### config.mk
export PLATFORM = sky130hd
export DESIGN_NAME = universal_string_hash
export DESIGN_NICKNAME = d
export VERILOG_FILES = /design/src/rtl/ush_pkg.sv /design/src/rtl/ush_div.sv /design/src/rtl/ush_dp.sv /design/src/rtl/ush_ctrl.sv /design/src/rtl/universal_string_hash.sv
export SDC_FILE = /design/constraint.sdc
export NUM_CORES = 1
export LEC_CHECK = 0
export ABC_CLOCK_PERIOD_IN_PS = 17050
export BUFFER_PORTS_ARGS = -buffer_cell sky130_fd_sc_hd__clkbuf_2
export CORE_ASPECT_RATIO = 0.5
export CORE_UTILIZATION = 50
export CTS_BUF_LIST = sky130_fd_sc_hd__clkbuf_8
export DETAILED_ROUTE_END_ITERATION = 8
export GPL_TIMING_DRIVEN = 0
export HOLD_SLACK_MARGIN = 0.02
export PLACE_DENSITY = 0.74
export SYNTH_ARGS = -nofsm -noshare
export SYNTH_HDL_FRONTEND = slang
export SYNTH_HIERARCHICAL = 1
export SYNTH_SLANG_ARGS = --single-unit
export TNS_END_PERCENT = 20
### constraint.sdc
create_clock -name clk -period 17.05 [get_ports clk]
set_input_delay 4.2625 -clock clk [delete_from_list [all_inputs] [get_ports clk]]
set_output_delay 4.2625 -clock clk [all_outputs]
set_load 0.02 [all_outputs]
### src/rtl/ush_pkg.sv
// Shared constants and the controller-to-datapath command type for the string hash.
package ush_pkg;

    localparam int BYTE_W     = 8;
    localparam int HASH_W     = 16;
    // Largest dividend is 46339 * 46339 + 255, which stays below 2**31
    localparam int DVD_W      = 31;
    localparam int STEP_COUNT = DVD_W;
    localparam int CNT_W      = $clog2(STEP_COUNT);

    localparam logic [HASH_W-1:0] INIT_MULT  = HASH_W'(31415);
    localparam logic [HASH_W-1:0] MULT_STEP  = HASH_W'(27183);
    localparam logic [HASH_W-1:0] SIZE_MIN   = HASH_W'(2);
    localparam logic [HASH_W-1:0] SIZE_MAX   = HASH_W'(46340);
    localparam logic [HASH_W-1:0] SIZE_RESET = HASH_W'(1021);

    typedef struct packed {
        logic load;    // latch byte and size, form both products
        logic start;   // load the remainder units
        logic step;    // one remainder bit
        logic commit;  // write back hash and multiplier
        logic emit;    // string end: move hash to output, restart
    } ush_cmd_t;

endpackage

### src/rtl/ush_div.sv
// Restoring remainder unit: one dividend bit per step.
module ush_div
(
    input  logic                        clk,
    input  logic                        start,
    input  logic                        step,
    input  logic [ush_pkg::DVD_W-1:0]   dividend,
    input  logic [ush_pkg::HASH_W-1:0]  divisor,
    output logic [ush_pkg::HASH_W-1:0]  remainder
);
    import ush_pkg::*;

    logic [DVD_W-1:0]  dvd_reg;
    logic [DVD_W-1:0]  dvd_next;
    logic [HASH_W-1:0] rem_reg;
    logic [HASH_W-1:0] rem_next;
    logic [HASH_W:0]   shifted;

    always_comb
    begin
        shifted  = {rem_reg, dvd_reg[DVD_W-1]};
        dvd_next = dvd_reg;
        rem_next = rem_reg;
        if (start)
        begin
            dvd_next = dividend;
            rem_next = '0;
        end
        else if (step)
        begin
            dvd_next = {dvd_reg[DVD_W-2:0], 1'b0};
            if (shifted >= {1'b0, divisor})
                rem_next = HASH_W'(shifted - {1'b0, divisor});
            else
                rem_next = shifted[HASH_W-1:0];
        end
    end

    always_ff @(posedge clk)
    begin
        dvd_reg <= dvd_next;
        rem_reg <= rem_next;
    end

    assign remainder = rem_reg;

endmodule

### src/rtl/ush_dp.sv
// Datapath: size register, hash state, products, remainder units and slot register.
module ush_dp
(
    input  logic                        clk,
    input  logic                        rst_n,
    input  ush_pkg::ush_cmd_t           cmd,
    input  logic                        cfg_we,
    input  logic [ush_pkg::HASH_W-1:0]  cfg_data,
    input  logic [ush_pkg::BYTE_W-1:0]  char_byte,
    output logic [ush_pkg::HASH_W-1:0]  slot
);
    import ush_pkg::*;

    logic [HASH_W-1:0] table_size_reg;
    logic [HASH_W-1:0] hash_reg;
    logic [HASH_W-1:0] hash_next;
    logic [HASH_W-1:0] mult_reg;
    logic [HASH_W-1:0] mult_next;
    logic [HASH_W-1:0] size_reg;
    logic [HASH_W-1:0] size_eff;
    logic [DVD_W-1:0]  prod_h_reg;
    logic [DVD_W-1:0]  prod_a_reg;
    logic [HASH_W-1:0] slot_reg;
    logic [HASH_W-1:0] rem_h;
    logic [HASH_W-1:0] rem_a;

    // Clamp the size so that neither modulus is zero and no product overflows
    always_comb
    begin
        if (table_size_reg < SIZE_MIN)
            size_eff = SIZE_MIN;
        else if (table_size_reg > SIZE_MAX)
            size_eff = SIZE_MAX;
        else
            size_eff = table_size_reg;
    end

    always_comb
    begin
        hash_next = hash_reg;
        mult_next = mult_reg;
        if (cmd.emit)
        begin
            hash_next = '0;
            mult_next = INIT_MULT;
        end
        else if (cmd.commit)
        begin
            hash_next = rem_h;
            mult_next = rem_a;
        end
    end

    always_ff @(posedge clk or negedge rst_n)
    begin
        if (!rst_n)
        begin
            table_size_reg <= SIZE_RESET;
            hash_reg       <= '0;
            mult_reg       <= INIT_MULT;
        end
        else
        begin
            if (cfg_we)
                table_size_reg <= cfg_data;
            hash_reg <= hash_next;
            mult_reg <= mult_next;
        end
    end

    always_ff @(posedge clk)
    begin
        if (cmd.load)
        begin
            size_reg   <= size_eff;
            prod_h_reg <= DVD_W'(32'(mult_reg) * 32'(hash_reg) + 32'(char_byte));
            prod_a_reg <= DVD_W'(32'(mult_reg) * 32'(MULT_STEP));
        end
        if (cmd.emit)
            slot_reg <= hash_reg;
    end

    ush_div u_div_hash
    (
        .clk       (clk),
        .start     (cmd.start),
        .step      (cmd.step),
        .dividend  (prod_h_reg),
        .divisor   (size_reg),
        .remainder (rem_h)
    );

    ush_div u_div_mult
    (
        .clk       (clk),
        .start     (cmd.start),
        .step      (cmd.step),
        .dividend  (prod_a_reg),
        .divisor   (size_reg - HASH_W'(1)),
        .remainder (rem_a)
    );

    assign slot = slot_reg;

endmodule

### src/rtl/ush_ctrl.sv
// Controller: sequences one byte through products, remainder steps and write-back, or emits the slot on a zero byte.
module ush_ctrl
(
    input  logic                        clk,
    input  logic                        rst_n,
    input  logic                        in_valid,
    input  logic [ush_pkg::BYTE_W-1:0]  in_byte,
    output logic                        in_ready,
    output logic                        out_valid,
    input  logic                        out_ready,
    output ush_pkg::ush_cmd_t           cmd
);
    import ush_pkg::*;

    typedef enum logic [1:0] {IDLE, PROD, DIVIDE, COMMIT} state_t;

    state_t           state_reg;
    state_t           state_next;
    logic [CNT_W-1:0] cnt_reg;
    logic [CNT_W-1:0] cnt_next;
    logic             out_valid_reg;
    logic             out_valid_next;
    logic             accept;

    // Take a byte only when a terminator could also land in the slot register
    assign in_ready = (state_reg == IDLE) && (!out_valid_reg || out_ready);
    assign accept   = in_valid && in_ready;

    always_comb
    begin
        state_next     = state_reg;
        cnt_next       = cnt_reg;
        out_valid_next = out_valid_reg && !out_ready;
        cmd            = '0;
        case (state_reg)
            IDLE:
            begin
                if (accept)
                begin
                    if (in_byte == '0)
                    begin
                        cmd.emit       = 1'b1;
                        out_valid_next = 1'b1;
                    end
                    else
                    begin
                        cmd.load   = 1'b1;
                        state_next = PROD;
                    end
                end
            end
            PROD:
            begin
                cmd.start  = 1'b1;
                cnt_next   = '0;
                state_next = DIVIDE;
            end
            DIVIDE:
            begin
                cmd.step = 1'b1;
                cnt_next = cnt_reg + CNT_W'(1);
                if (cnt_reg == CNT_W'(STEP_COUNT - 1))
                    state_next = COMMIT;
            end
            COMMIT:
            begin
                cmd.commit = 1'b1;
                state_next = IDLE;
            end
            default:
            begin
                state_next = IDLE;
            end
        endcase
    end

    always_ff @(posedge clk or negedge rst_n)
    begin
        if (!rst_n)
        begin
            state_reg     <= IDLE;
            cnt_reg       <= '0;
            out_valid_reg <= 1'b0;
        end
        else
        begin
            state_reg     <= state_next;
            cnt_reg       <= cnt_next;
            out_valid_reg <= out_valid_next;
        end
    end

    assign out_valid = out_valid_reg;

endmodule

### src/rtl/universal_string_hash.sv
// Universal string hash: from accept to next ready, a nonzero byte passes through the product
// load, a divider load, the remainder steps shared by both moduli, and a write-back.
// A zero byte's slot is offered on the cycle after the byte is taken.
// The bit-serial remainder units finish each byte before the next byte is taken.
// Reset: table_size 1021, hash 0, multiplier 31415, no transaction pending.
module universal_string_hash
(
    input  logic                        clk,
    input  logic                        rst_n,
    input  logic                        s_axis_tvalid,
    output logic                        s_axis_tready,
    input  logic [7:0]                  s_axis_tdata,   // [7:0] char_byte
    output logic                        m_axis_tvalid,
    input  logic                        m_axis_tready,
    output logic [15:0]                 m_axis_tdata,   // [15:0] slot
    input  logic                        cfg_valid,
    output logic                        cfg_ready,
    input  logic [15:0]                 cfg_data        // [15:0] table_size
);
    import ush_pkg::*;

    ush_cmd_t cmd;

    assign cfg_ready = 1'b1;

    ush_ctrl u_ctrl
    (
        .clk       (clk),
        .rst_n     (rst_n),
        .in_valid  (s_axis_tvalid),
        .in_byte   (s_axis_tdata),
        .in_ready  (s_axis_tready),
        .out_valid (m_axis_tvalid),
        .out_ready (m_axis_tready),
        .cmd       (cmd)
    );

    ush_dp u_dp
    (
        .clk       (clk),
        .rst_n     (rst_n),
        .cmd       (cmd),
        .cfg_we    (cfg_valid && cfg_ready),
        .cfg_data  (cfg_data),
        .char_byte (s_axis_tdata),
        .slot      (m_axis_tdata)
    );

endmodule
==> results by group, run 1 <==
Detailed routing
  • Routed len/inst: between 15 and 20 µm
  • TritonRoute pass-1 iters: 6
  • DRT iter0 DRCs: 1197
  • ANT nets after route: 0
  • DR DRC count: 0
  • Via Count: between 15000 and 20000
  • Routed wire length: around 60000 µm
  • Via-to-Cell Ratio: approximately 5.4

Setup path
  • Slowest CP cell: nor2b_4
  • Most used cell, CP: clkbuf_2
  • Top delay family on crit path: buffers and inverters
  • Worst-path cell chain: clkbuf_2 -> nor2b_4 -> nor2_1 -> clkbuf_2
  • Req. time, crit path: between 10 and 15 ns
  • Bufs and invs on worst path: 2
  • Worst Reg-to-Reg Cells: 20
  • R2R setup slack: 9.77 ns
  • Worst setup path category: in -> out
  • Worst Setup End Kind: output pin
  • Worst path depth: 4
  • Max incr delay on CP: roughly 0.17 ns
  • Critical path startpoint category: input port
  • Critical Path AT: 4.76 ns
  • Critical-path maximum fanout: 4

Cells and area
  • Syn-to-layout area delta: 7.62%
  • ANT cells: 0
  • Commonest non-fill, non-tap cell in the layout: inv_1
  • Layout net count: roughly 3200
  • Layout cells sized above 1: 0.0945
  • Most frequent cells in the layout: 480 x inv_1, 286 x fa_1, 280 x ha_1, 249 x nand2_1, 156 x edfxtp_1
  • Fill cells: between 4000 and 5000

Logic synthesis
  • Yosys warning total: 6
  • Area leader, netlist: fa_1
  • Synthesized area per cell: about 10 µm²
  • Top cell type's share of synthesized area: 0.225
  • Top post-synthesis cells by area: fa_1 23%, edfxtp_1 18%, ha_1 14%
  • Synth unique cells: 81
  • Ys flop type: edfxtp_1
  • Synth Instances: about 2500
  • Post-synth EDFFs: ~160
  • Fraction of registers with async set/reset: 0.230
  • Cell area after synthesis: about 0.025 mm²
  • Syn Nets: between 3000 and 4000
  • FF+latch count, synth: roughly 240
  • Sequential area share after synthesis: 0.266

Floorplanning
  • # rows: 57
  • Core ar.: 0.0494 mm²
  • Die Y: approximately 160 µm
  • Initial Util: 0.515
  • Die area: between 0.05 and 0.06 mm²
  • I/O pin cnt: 48
  • Die X: about 320 µm

CTS
  • Root Buffer: clkbuf_8
  • Post-CTS setup buffer count: 0
  • Inserted Clock Buffers: 39
  • Clock latency on the worst-skew pair: approximately 0.60 ns
  • CTS tree: yes
  • H-tree level count: 2
  • PostCTS Resize Cnt: 0
  • CTS Hold Bufs: 0
  • Clk slew on worst S/H paths: approximately 0.070 ns
  • Worst-case clock buffer depth: 3
  • Clk sinks: 244

Global route
  • Total track usage: 0.236
  • Vias in the first global route: roughly 18000
  • Initial antenna violation count: 0
  • Maximum number of pins on one net before global-route repair: 57
  • First-pass GRT wire length: ~97000 µm
  • Overflow after GRT: 0

Place
  • Port bufs: 45
  • Post-DP HPWL: around 47000 µm
  • Final GP Congestion: ~0.91

Timing
  • Fin crit share: 0.529
  • Slew headroom: 0.234
  • Setup violators final: 0
  • RSZ-0062 raised after global routing: no
  • Worst slew pin tran: roughly 1.1 ns
  • Min cycle time layout: 9.02 ns
  • Slew Viols, Final: 0
  • Setup tns final: 0 ns
  • FMAX: about 110 MHz
  • Endpoints failing hold: 0
  • Final Skew: about 0.038 ns
  • Worst hold slack: about 0.46 ns

Worst hold path
  • Hold crit path type: reg -> reg
  • Hold Path Stages: 0

Flow run
  • Maxcap violations: 0

Run status
  • Status: finished, final reports clean
worst reg2reg max path, delay by kind of cell, from the launching register on:
kind / cells / cell delay, ns
flops: 1 / 0.58
buf+inv: 5 / 1.22
compound gates: 6 / 1.11
fa+ha+maj: 7 / 3.37
simple gates: 2 / 0.84
final cells by class:
| class | count | area [µm²] | area share |
|---|---|---|---|
| Inverter | 471 | 1770 | 0.0646 |
| Buffer | 84 | 355 | 0.0130 |
| Multi-Input combinational cell | 1714 | 16600 | 0.605 |
| Tap cell | 678 | 848 | 0.0310 |
| Clock buffer | 44 | 606 | 0.0221 |
| Sequential cell | 244 | 6750 | 0.247 |
| Clock inverter | 28 | 159 | 0.00581 |
| Timing Repair Buffer | 50 | 312 | 0.0114 |
cell usage after synthesis (all sizes together), types with 16 or more instances:
cell      n
xnor2    56
clkbuf   67
o21ai    66
dfstp    20
nor3     23
fa      286
a21o     30
nor4     16
mux2i    43
dfxtp    32
nand2   249
and2    122
nor2    110
o211ai   17
inv     471
buf      17
a21oi    68
dfrtp    36
a211oi   33
mux2     76
nand3    21
ha      280
edfxtp  156
xor2     28
per-stage QoR:
| step | area [µm²] | utilization | setup slack (ns) | instances |
|---|---|---|---|---|
| after global placement | 26500 | 0.537 | 7.11 | 3236 |
| final | 27400 | 0.554 | 8.03 | 3313 |
| after global routing | 27400 | 0.554 | 8.00 | 3313 |
| after detailed placement | 26600 | 0.539 | 8.03 | 3241 |
| after floorplan | 25400 | - | 8.21 | 2513 |
| after CTS | 27400 | 0.554 | 8.03 | 3313 |
worst paths after layout:
kind,startpoint,endpoint
worst min-delay path,u_dp/hash_reg[3]$_DFFE_PN0P_,u_dp/slot[3]$_DFFE_PP_
max in group asynchronous,rst_n,u_dp/mult_reg[6]$_DFFE_PN0P_
worst max register to register,u_dp/mult_reg[8]$_DFFE_PN0P_,u_dp/prod_h_reg[23]$_DFFE_PP_
worst max-delay path,m_axis_tready,s_axis_tready
worst min register to register,u_dp/hash_reg[3]$_DFFE_PN0P_,u_dp/slot[3]$_DFFE_PP_
min in group asynchronous,rst_n,u_dp/hash_reg[13]$_DFFE_PN0P_
kinds of logic after synthesis:
logic type	share of synthesized area
adders and majority gates	0.363
muxes	0.0506
other	0.000147
and+or+nand+nor	0.122
AOI/OAI and AO/OA	0.0864
xor gates and xnor gates	0.0289
DFF	0.266
buffers and inverters	0.0835
routing by layer:
metal | track usage | wire length [µm] | up-vias
li1 | - | - | 8469
met2 | 0.376 | 26700 | 569
met3 | 0.0449 | 4140 | 115
met1 | 0.327 | 26600 | 8807
met4 | 0.0684 | 1580 | 0
met5 | 0 | 0 | -
Power of run 1 is not shown: default switching activity piles up to over one toggle a cycle in this logic, so the estimate is an artifact.
==> inputs of run 2 (changes only) <==
- ABC_CLOCK_PERIOD_IN_PS: 17050 -> 7600
- PLACE_DENSITY: 0.74 -> 0.76
- clock period: 17.05 -> 7.6 ns (I/O delays scaled with it)
==> run 2 against run 1 <==
Critical path depth is 16 higher. Global-route usage hardly changed. Sequential share of layout area hardly changed. Via count is 0.61% higher. Sequential cell count stayed put. Worst setup slack worse by 7.7 ns. Clock skew is 0.0032 ns higher. Largest cell class unchanged.
==> results by group, run 2 (synthesized netlist as in run 1, its figures left out) <==
Run status
  • Status: finished, final reports clean

CTS
  • Clk slew on worst S/H paths: 0.07 ns (about the same)
  • CTS tree: yes
  • Root Buffer: clkbuf_8
  • H-tree level count: 2 (unchanged)
  • Inserted Clock Buffers: 39 (unchanged)
  • Clk sinks: 244 (unchanged)
  • PostCTS Resize Cnt: 0 (unchanged)
  • Worst-case clock buffer depth: 3 (unchanged)
  • CTS Hold Bufs: 0 (unchanged)
  • Post-CTS setup buffer count: 0 (unchanged)
  • Clock latency on the worst-skew pair: 0.58 ns (-0.02 ns)

Floorplanning
  • Initial Util: 0.515 (unchanged)
  • Die X: 321 µm (unchanged)
  • I/O pin cnt: 48 (unchanged)
  • Die Y: 161 µm (unchanged)
  • Core ar.: 0.0494 mm² (unchanged)
  • # rows: 57 (unchanged)
  • Die area: 0.0518 mm² (unchanged)

Cells and area
  • Commonest non-fill, non-tap cell in the layout: inv_1
  • Layout cells sized above 1: 0.0953 (+0.000795)
  • ANT cells: 0 (unchanged)
  • Syn-to-layout area delta: 7.76%
  • Layout net count: 3200 (+0.031%)
  • Most frequent cells in the layout: 478 x inv_1, 286 x fa_1, 280 x ha_1, 249 x nand2_1, 156 x edfxtp_1

Setup path
  • Worst setup path category: reg -> reg
  • Critical-path maximum fanout: 10 (+6)
  • Max incr delay on CP: 0.65 ns (+0.48 ns)
  • Most used cell, CP: fa_1
  • Worst-path cell chain: clkbuf_1 -> clkbuf_1 -> nand2_1 -> fa_1 -> fa_1 -> fa_1 -> fa_1 -> inv_1 -> fa_1 -> inv_1 -> fa_1 -> inv_1 -> ha_1 -> o21ai_0 -> a21oi_1 -> o21ai_1 -> o22ai_1 -> a211oi_1 -> or4b_2 -> o2111ai_1
  • Req. time, crit path: 7.99 ns (-4.80 ns)
  • Slowest CP cell: or4b_2
  • Critical Path AT: 7.65 ns (+2.89 ns)
  • Worst Setup End Kind: flip-flop
  • Critical path startpoint category: flip-flop

Timing
  • PnR worst setup slack: 0.337 ns (-7.69 ns)
  • Slew Viols, Final: 0 (unchanged)
  • Fin crit share: 0.956
  • Min cycle time layout: just over 7 ns
  • Worst slew pin tran: 1.22 ns (+0.0702 ns)
  • Setup tns final: 0 ns (unchanged)
  • Final Skew: 0.0411 ns (+0.00316 ns)
  • Setup violators final: 0 (unchanged)
  • FMAX: 138 MHz
  • Endpoints failing hold: 0 (unchanged)
  • RSZ-0062 raised after global routing: no
  • Slew headroom: 0.187 (-0.0468)

Place
  • Post-DP HPWL: 47300 µm (+0.27%)
  • Final GP Congestion: 0.922 (+1.5%)
  • Port bufs: 45 (unchanged)
  • Pre-CTS WS: 0.565 ns (-7.47 ns)

Flow run
  • Maxcap violations: 0 (unchanged)

Detailed routing
  • Routed len/inst: 18.0 µm (+1.2%)
  • ANT nets after route: 0 (unchanged)
  • Via-to-Cell Ratio: 5.46 (+0.64%)
  • DR DRC count: 0 (unchanged)
  • DRT iter0 DRCs: 1386 (+16%)
  • Routed wire length: 59700 µm (+1.2%)
  • TritonRoute pass-1 iters: 6 (unchanged)
  • Via Count: 18069 (+0.61%)

Global route
  • Vias in the first global route: 18349 (+0.16%)
  • Overflow after GRT: 0 (unchanged)
  • Initial antenna violation count: 0 (unchanged)
  • Total track usage: 0.236 (about the same)
  • First-pass GRT wire length: 96300 µm (-0.22%)
  • Maximum number of pins on one net before global-route repair: 57 (unchanged)

Worst hold path
  • Hold crit path type: reg -> reg
==> run 2: critical path: cells and delay by family (launching register included) <==
kind / cells / cell delay [ns]
buffers and inverters: 5 / 1.21
and+or+nand+nor: 2 / 0.82
DFF: 1 / 0.59
adders and majority gates: 7 / 3.36
AOI/OAI and AO/OA: 6 / 1.10
==> run 2: worst paths after layout <==
path | startpoint | end | slack (ns) | cells after the start
max in group asynchronous | rst_n | u_dp/mult_reg[3]$_DFFE_PN0P_ | 5.61 | 1
worst min register to register | u_dp/hash_reg[3]$_DFFE_PN0P_ | u_dp/slot[3]$_DFFE_PP_ | 0.47 | 0
worst min-delay path | u_dp/hash_reg[3]$_DFFE_PN0P_ | u_dp/slot[3]$_DFFE_PP_ | 0.47 | 0
worst max register to register | u_dp/mult_reg[8]$_DFFE_PN0P_ | u_dp/prod_h_reg[23]$_DFFE_PP_ | 0.34 | 20
min in group asynchronous | rst_n | u_dp/mult_reg[15]$_DFFE_PN0P_ | 1.46 | 1
worst max-delay path | u_dp/mult_reg[8]$_DFFE_PN0P_ | u_dp/prod_h_reg[23]$_DFFE_PP_ | 0.34 | 20
==> run 2: final cells by class <==
cell class / instances / area [µm²]
plain buffers: 84 / 355
clock buffers: 46 / 633
clock inverters: 24 / 140
fillers: 4215 / 22000
inverters: 471 / 1770
multi-input cells: 1714 / 16600
flip-flops and latches: 244 / 6750
well taps: 678 / 848
repair buffers: 51 / 339
==> run 2: per-layer routing <==
layer,share of wire,track usage
met4,0.031,0.0742
met2,0.45,0.374
met3,0.077,0.0434
met1,0.44,0.328
met5,0,0
==> run 2: per-stage QoR <==
step	hold WS [ns]	cell area, µm²	utilization	std cells
after global placement	0.429	26500	0.537	3236
final	0.468	27400	0.555	3312
after detailed placement	0.452	26600	0.539	3242
after floorplan	0.423	25400	-	2513
after CTS	0.474	27400	0.555	3312
after global routing	0.476	27400	0.555	3312
Power of run 2 is left out for the same reason.
==> inputs of run 3 (changes only) <==
- ABC_AREA: default -> 1
==> run 3 against run 2 <==
Synthesized area increased by 7.5%. Register-to-register slack gained 0.26 ns. Sequential share of layout area fell by 1.6 points. Worst hold slack lost 0.030 ns. Die area is 7.5% higher. Critical path depth up 3. Via count grew 21%. Sequential cell count is the same. Fmax is 3.7% higher. Clock skew is 0.0082 ns higher. Critical path type unchanged.
==> results by group, run 3 <==
Cells and area
  • Layout cells sized above 1: 0.0670 (-0.0283)
  • Fin cells: 4297 (+30%)
  • Syn-to-layout area delta: 7.37%
  • Layout net count: 4149 (+30%)
  • Commonest non-fill, non-tap cell in the layout: nand2_1
  • Most frequent cells in the layout: 1072 x nand2_1, 850 x inv_1, 286 x fa_1, 280 x ha_1, 156 x edfxtp_1

Place
  • Final GP Congestion: 0.977 (+6.0%)
  • Placed Instances: 4226 (+30%)
  • Port bufs: 46 (+2.2%)
  • Post-DP HPWL: 56800 µm (+20%)

Logic synthesis
  • Top cell type's share of synthesized area: 0.209 (-0.0158)
  • Area leader, netlist: fa_1
  • Post-synth EDFFs: 156 (unchanged)
  • Sequential area share after synthesis: 0.247 (-0.0186)
  • Synth Instances: 3462 (+38%)
  • Ys flop type: edfxtp_1
  • Top post-synthesis cells by area: fa_1 21%, edfxtp_1 17%, nand2_1 15%
  • Yosys warning total: 6 (unchanged)
  • Synth unique cells: 46 (-43%)
  • Synthesized area per cell: 7.90 µm² (-22%)
  • Syn Nets: 4057 (+31%)
  • Cell area after synthesis: 0.0273 mm² (+7.5%)
  • Most common cell in the netlist: nand2_1
  • Fraction of registers with async set/reset: 0.230 (unchanged)
  • FF+latch count, synth: 244 (unchanged)
  • Most frequent cells after synthesis: 1072 x nand2_1, 836 x inv_1, 286 x fa_1

Detailed routing
  • Routed wire length: 68100 µm (+14%)
  • ANT nets after route: 0 (unchanged)
  • TritonRoute pass-1 iters: 7 (+1)
  • DR DRC count: 0 (unchanged)
  • Routed len/inst: 15.9 µm (-12%)
  • Via-to-Cell Ratio: 5.10 (-6.5%)
  • DRT iter0 DRCs: 2099 (+51%)
  • Via Count: 21917 (+21%)

Floorplanning
  • Die X: 333 µm (+3.7%)
  • I/O pin cnt: 48 (unchanged)
  • Initial Util: 0.507 (-0.00787)
  • Core ar.: 0.0539 mm² (+9.2%)
  • Die area: 0.0557 mm² (+7.5%)
  • Die Y: 167 µm (+3.7%)
  • # rows: 60 (+5.3%)

Timing
  • Fin crit share: 0.922 (-0.0337)
  • FMAX: 143 MHz (+3.7%)
  • Slew Viols, Final: 0 (unchanged)
  • Endpoints failing hold: 0 (unchanged)
  • Final Skew: 0.0494 ns (+0.00824 ns)
  • Slew headroom: 0.394 (+0.207)
  • RSZ-0062 raised after global routing: no
  • Min cycle time layout: 7.01 ns (-0.256 ns)
  • Setup violators final: 0 (unchanged)
  • Worst slew pin tran: 0.909 ns (-0.309 ns)

CTS
  • CTS tree: yes
  • Worst-case clock buffer depth: 3 (unchanged)
  • Root Buffer: clkbuf_8
  • PostCTS Resize Cnt: 0 (unchanged)
  • Clk slew on worst S/H paths: 0.06 ns (about the same)
  • Inserted Clock Buffers: 39 (unchanged)
  • H-tree level count: 2 (unchanged)
  • Post-CTS setup buffer count: 0 (unchanged)
  • Clock latency on the worst-skew pair: 0.60 ns (+0.02 ns)
  • CTS Hold Bufs: 0 (unchanged)
  • Clk sinks: 244 (unchanged)

Setup path
  • Critical Path AT: 7.32 ns (-0.33 ns)
  • Worst-path cell chain: clkbuf_1 -> clkbuf_1 -> nand2_1 -> fa_1 -> fa_1 -> fa_1 -> inv_1 -> fa_1 -> fa_1 -> inv_1 -> fa_1 -> inv_1 -> ha_1 -> nand2_1 -> inv_1 -> nand2_1 -> nand2_1 -> inv_1 -> nand3_1 -> nand2_1 -> nand2_1 -> nand2_1 -> nand2_1
  • Critical path startpoint category: flip-flop
  • Worst setup path category: reg -> reg
  • Bufs and invs on worst path: 7 (+2)
  • Max incr delay on CP: 0.64 ns (about the same)
  • Worst Setup End Kind: flip-flop
  • Critical-path maximum fanout: 10 (unchanged)
  • Most used cell, CP: nand2_1
  • Slowest CP cell: clkbuf_1
  • Req. time, crit path: 7.91 ns (-0.08 ns)
  • Top delay family on crit path: adder cells

Global route
  • Initial antenna violation count: 1 (+1)
  • Maximum number of pins on one net before global-route repair: 57 (unchanged)
  • M3 GR Usage: 0.0716 (+0.0282)
  • Busiest grt layer: met2
  • Total track usage: 0.253 (+0.0178)
  • Met1 Track Usage GR: 0.358 (+0.0301)
  • Met2 usage: 0.378 (+0.00390)
  • Vias in the first global route: 21658 (+18%)
  • Overflow after GRT: 0 (unchanged)
  • First-pass GRT wire length: 111000 µm (+16%)

Flow run
  • Maxcap violations: 0 (unchanged)

Run status
  • Status: finished, final reports clean

Worst hold path
  • Hold crit path type: reg -> reg
-- run 3: worst reg2reg max path, cell delays in order, from the launching register on --
cell      delay [ns]
dfstp_2         0.59
clkbuf_1        0.64
clkbuf_1        0.62
nand2_1         0.18
fa_1            0.58
fa_1            0.53
fa_1            0.51
inv_1           0.06
fa_1            0.52
fa_1            0.50
inv_1           0.05
fa_1            0.47
inv_1           0.04
ha_1            0.34
nand2_1         0.17
inv_1           0.11
nand2_1         0.08
nand2_1         0.06
inv_1           0.07
nand3_1         0.23
nand2_1         0.18
nand2_1         0.06
nand2_1         0.06
nand2_1         0.10
-- run 3: worst paths after layout --
| check | from | cells after the start | slack (ns) | end |
|---|---|---|---|---|
| setup / recovery | u_dp/mult_reg[11]$_DFFE_PN1P_ | 23 | 0.59 | u_dp/prod_h_reg[30]$_DFFE_PP_ |
| hold / removal | u_dp/hash_reg[15]$_DFFE_PN0P_ | 0 | 0.44 | u_dp/slot[15]$_DFFE_PP_ |
| setup reg to reg | u_dp/mult_reg[11]$_DFFE_PN1P_ | 23 | 0.59 | u_dp/prod_h_reg[30]$_DFFE_PP_ |
| hold reg to reg | u_dp/hash_reg[15]$_DFFE_PN0P_ | 0 | 0.44 | u_dp/slot[15]$_DFFE_PP_ |
| max in group asynchronous | rst_n | 1 | 5.56 | u_ctrl/cnt_reg[1]$_DFFE_PN0P_ |
| min in group asynchronous | rst_n | 1 | 1.40 | u_dp/table_size_reg[12]$_DFFE_PN0P_ |
-- run 3: per-layer routing --
layer,vias to the layer above,share of wire
met5,-,0
met4,0,0.029
met3,133,0.10
met2,794,0.41
met1,10391,0.46
li1,10599,-
-- run 3: cell type report --
class / instances / area, µm²
clock inverters: 29 / 200
well taps: 713 / 892
multi-input cells: 2273 / 17000
fillers: 4987 / 24500
clock buffers: 41 / 564
diodes: 1 / 2.50
flip-flops and latches: 244 / 6750
repair buffers: 51 / 343
inverters: 849 / 3190
plain buffers: 96 / 409
-- run 3: stage by stage --
step                area, µm²  setup slack, ns  utilization  hold WS [ns]  TNS [ns]
finish                  29400            0.594        0.545         0.438         0
global route            29400            0.326        0.545         0.438         0
CTS                     29400            0.677        0.545         0.431         0
detailed placement      28600            0.740        0.530         0.435         0
global placement        28500           -0.255        0.528         0.426    -19.43
floorplan               27300             1.72            -         0.420         0
-- run 3: cell families after synthesis --
group | count (synthesis) | share of synthesized area
buffers and inverters | 945 | 0.132
adder cells (fa/ha/maj) | 566 | 0.337
flip-flops | 244 | 0.247
AND/OR/NAND/NOR | 1517 | 0.238
other | 1 | 0.000137
XOR/XNOR | 55 | 0.0176
AO/OA/AOI/OAI | 134 | 0.0281
Power of run 3 is left out for the same reason.
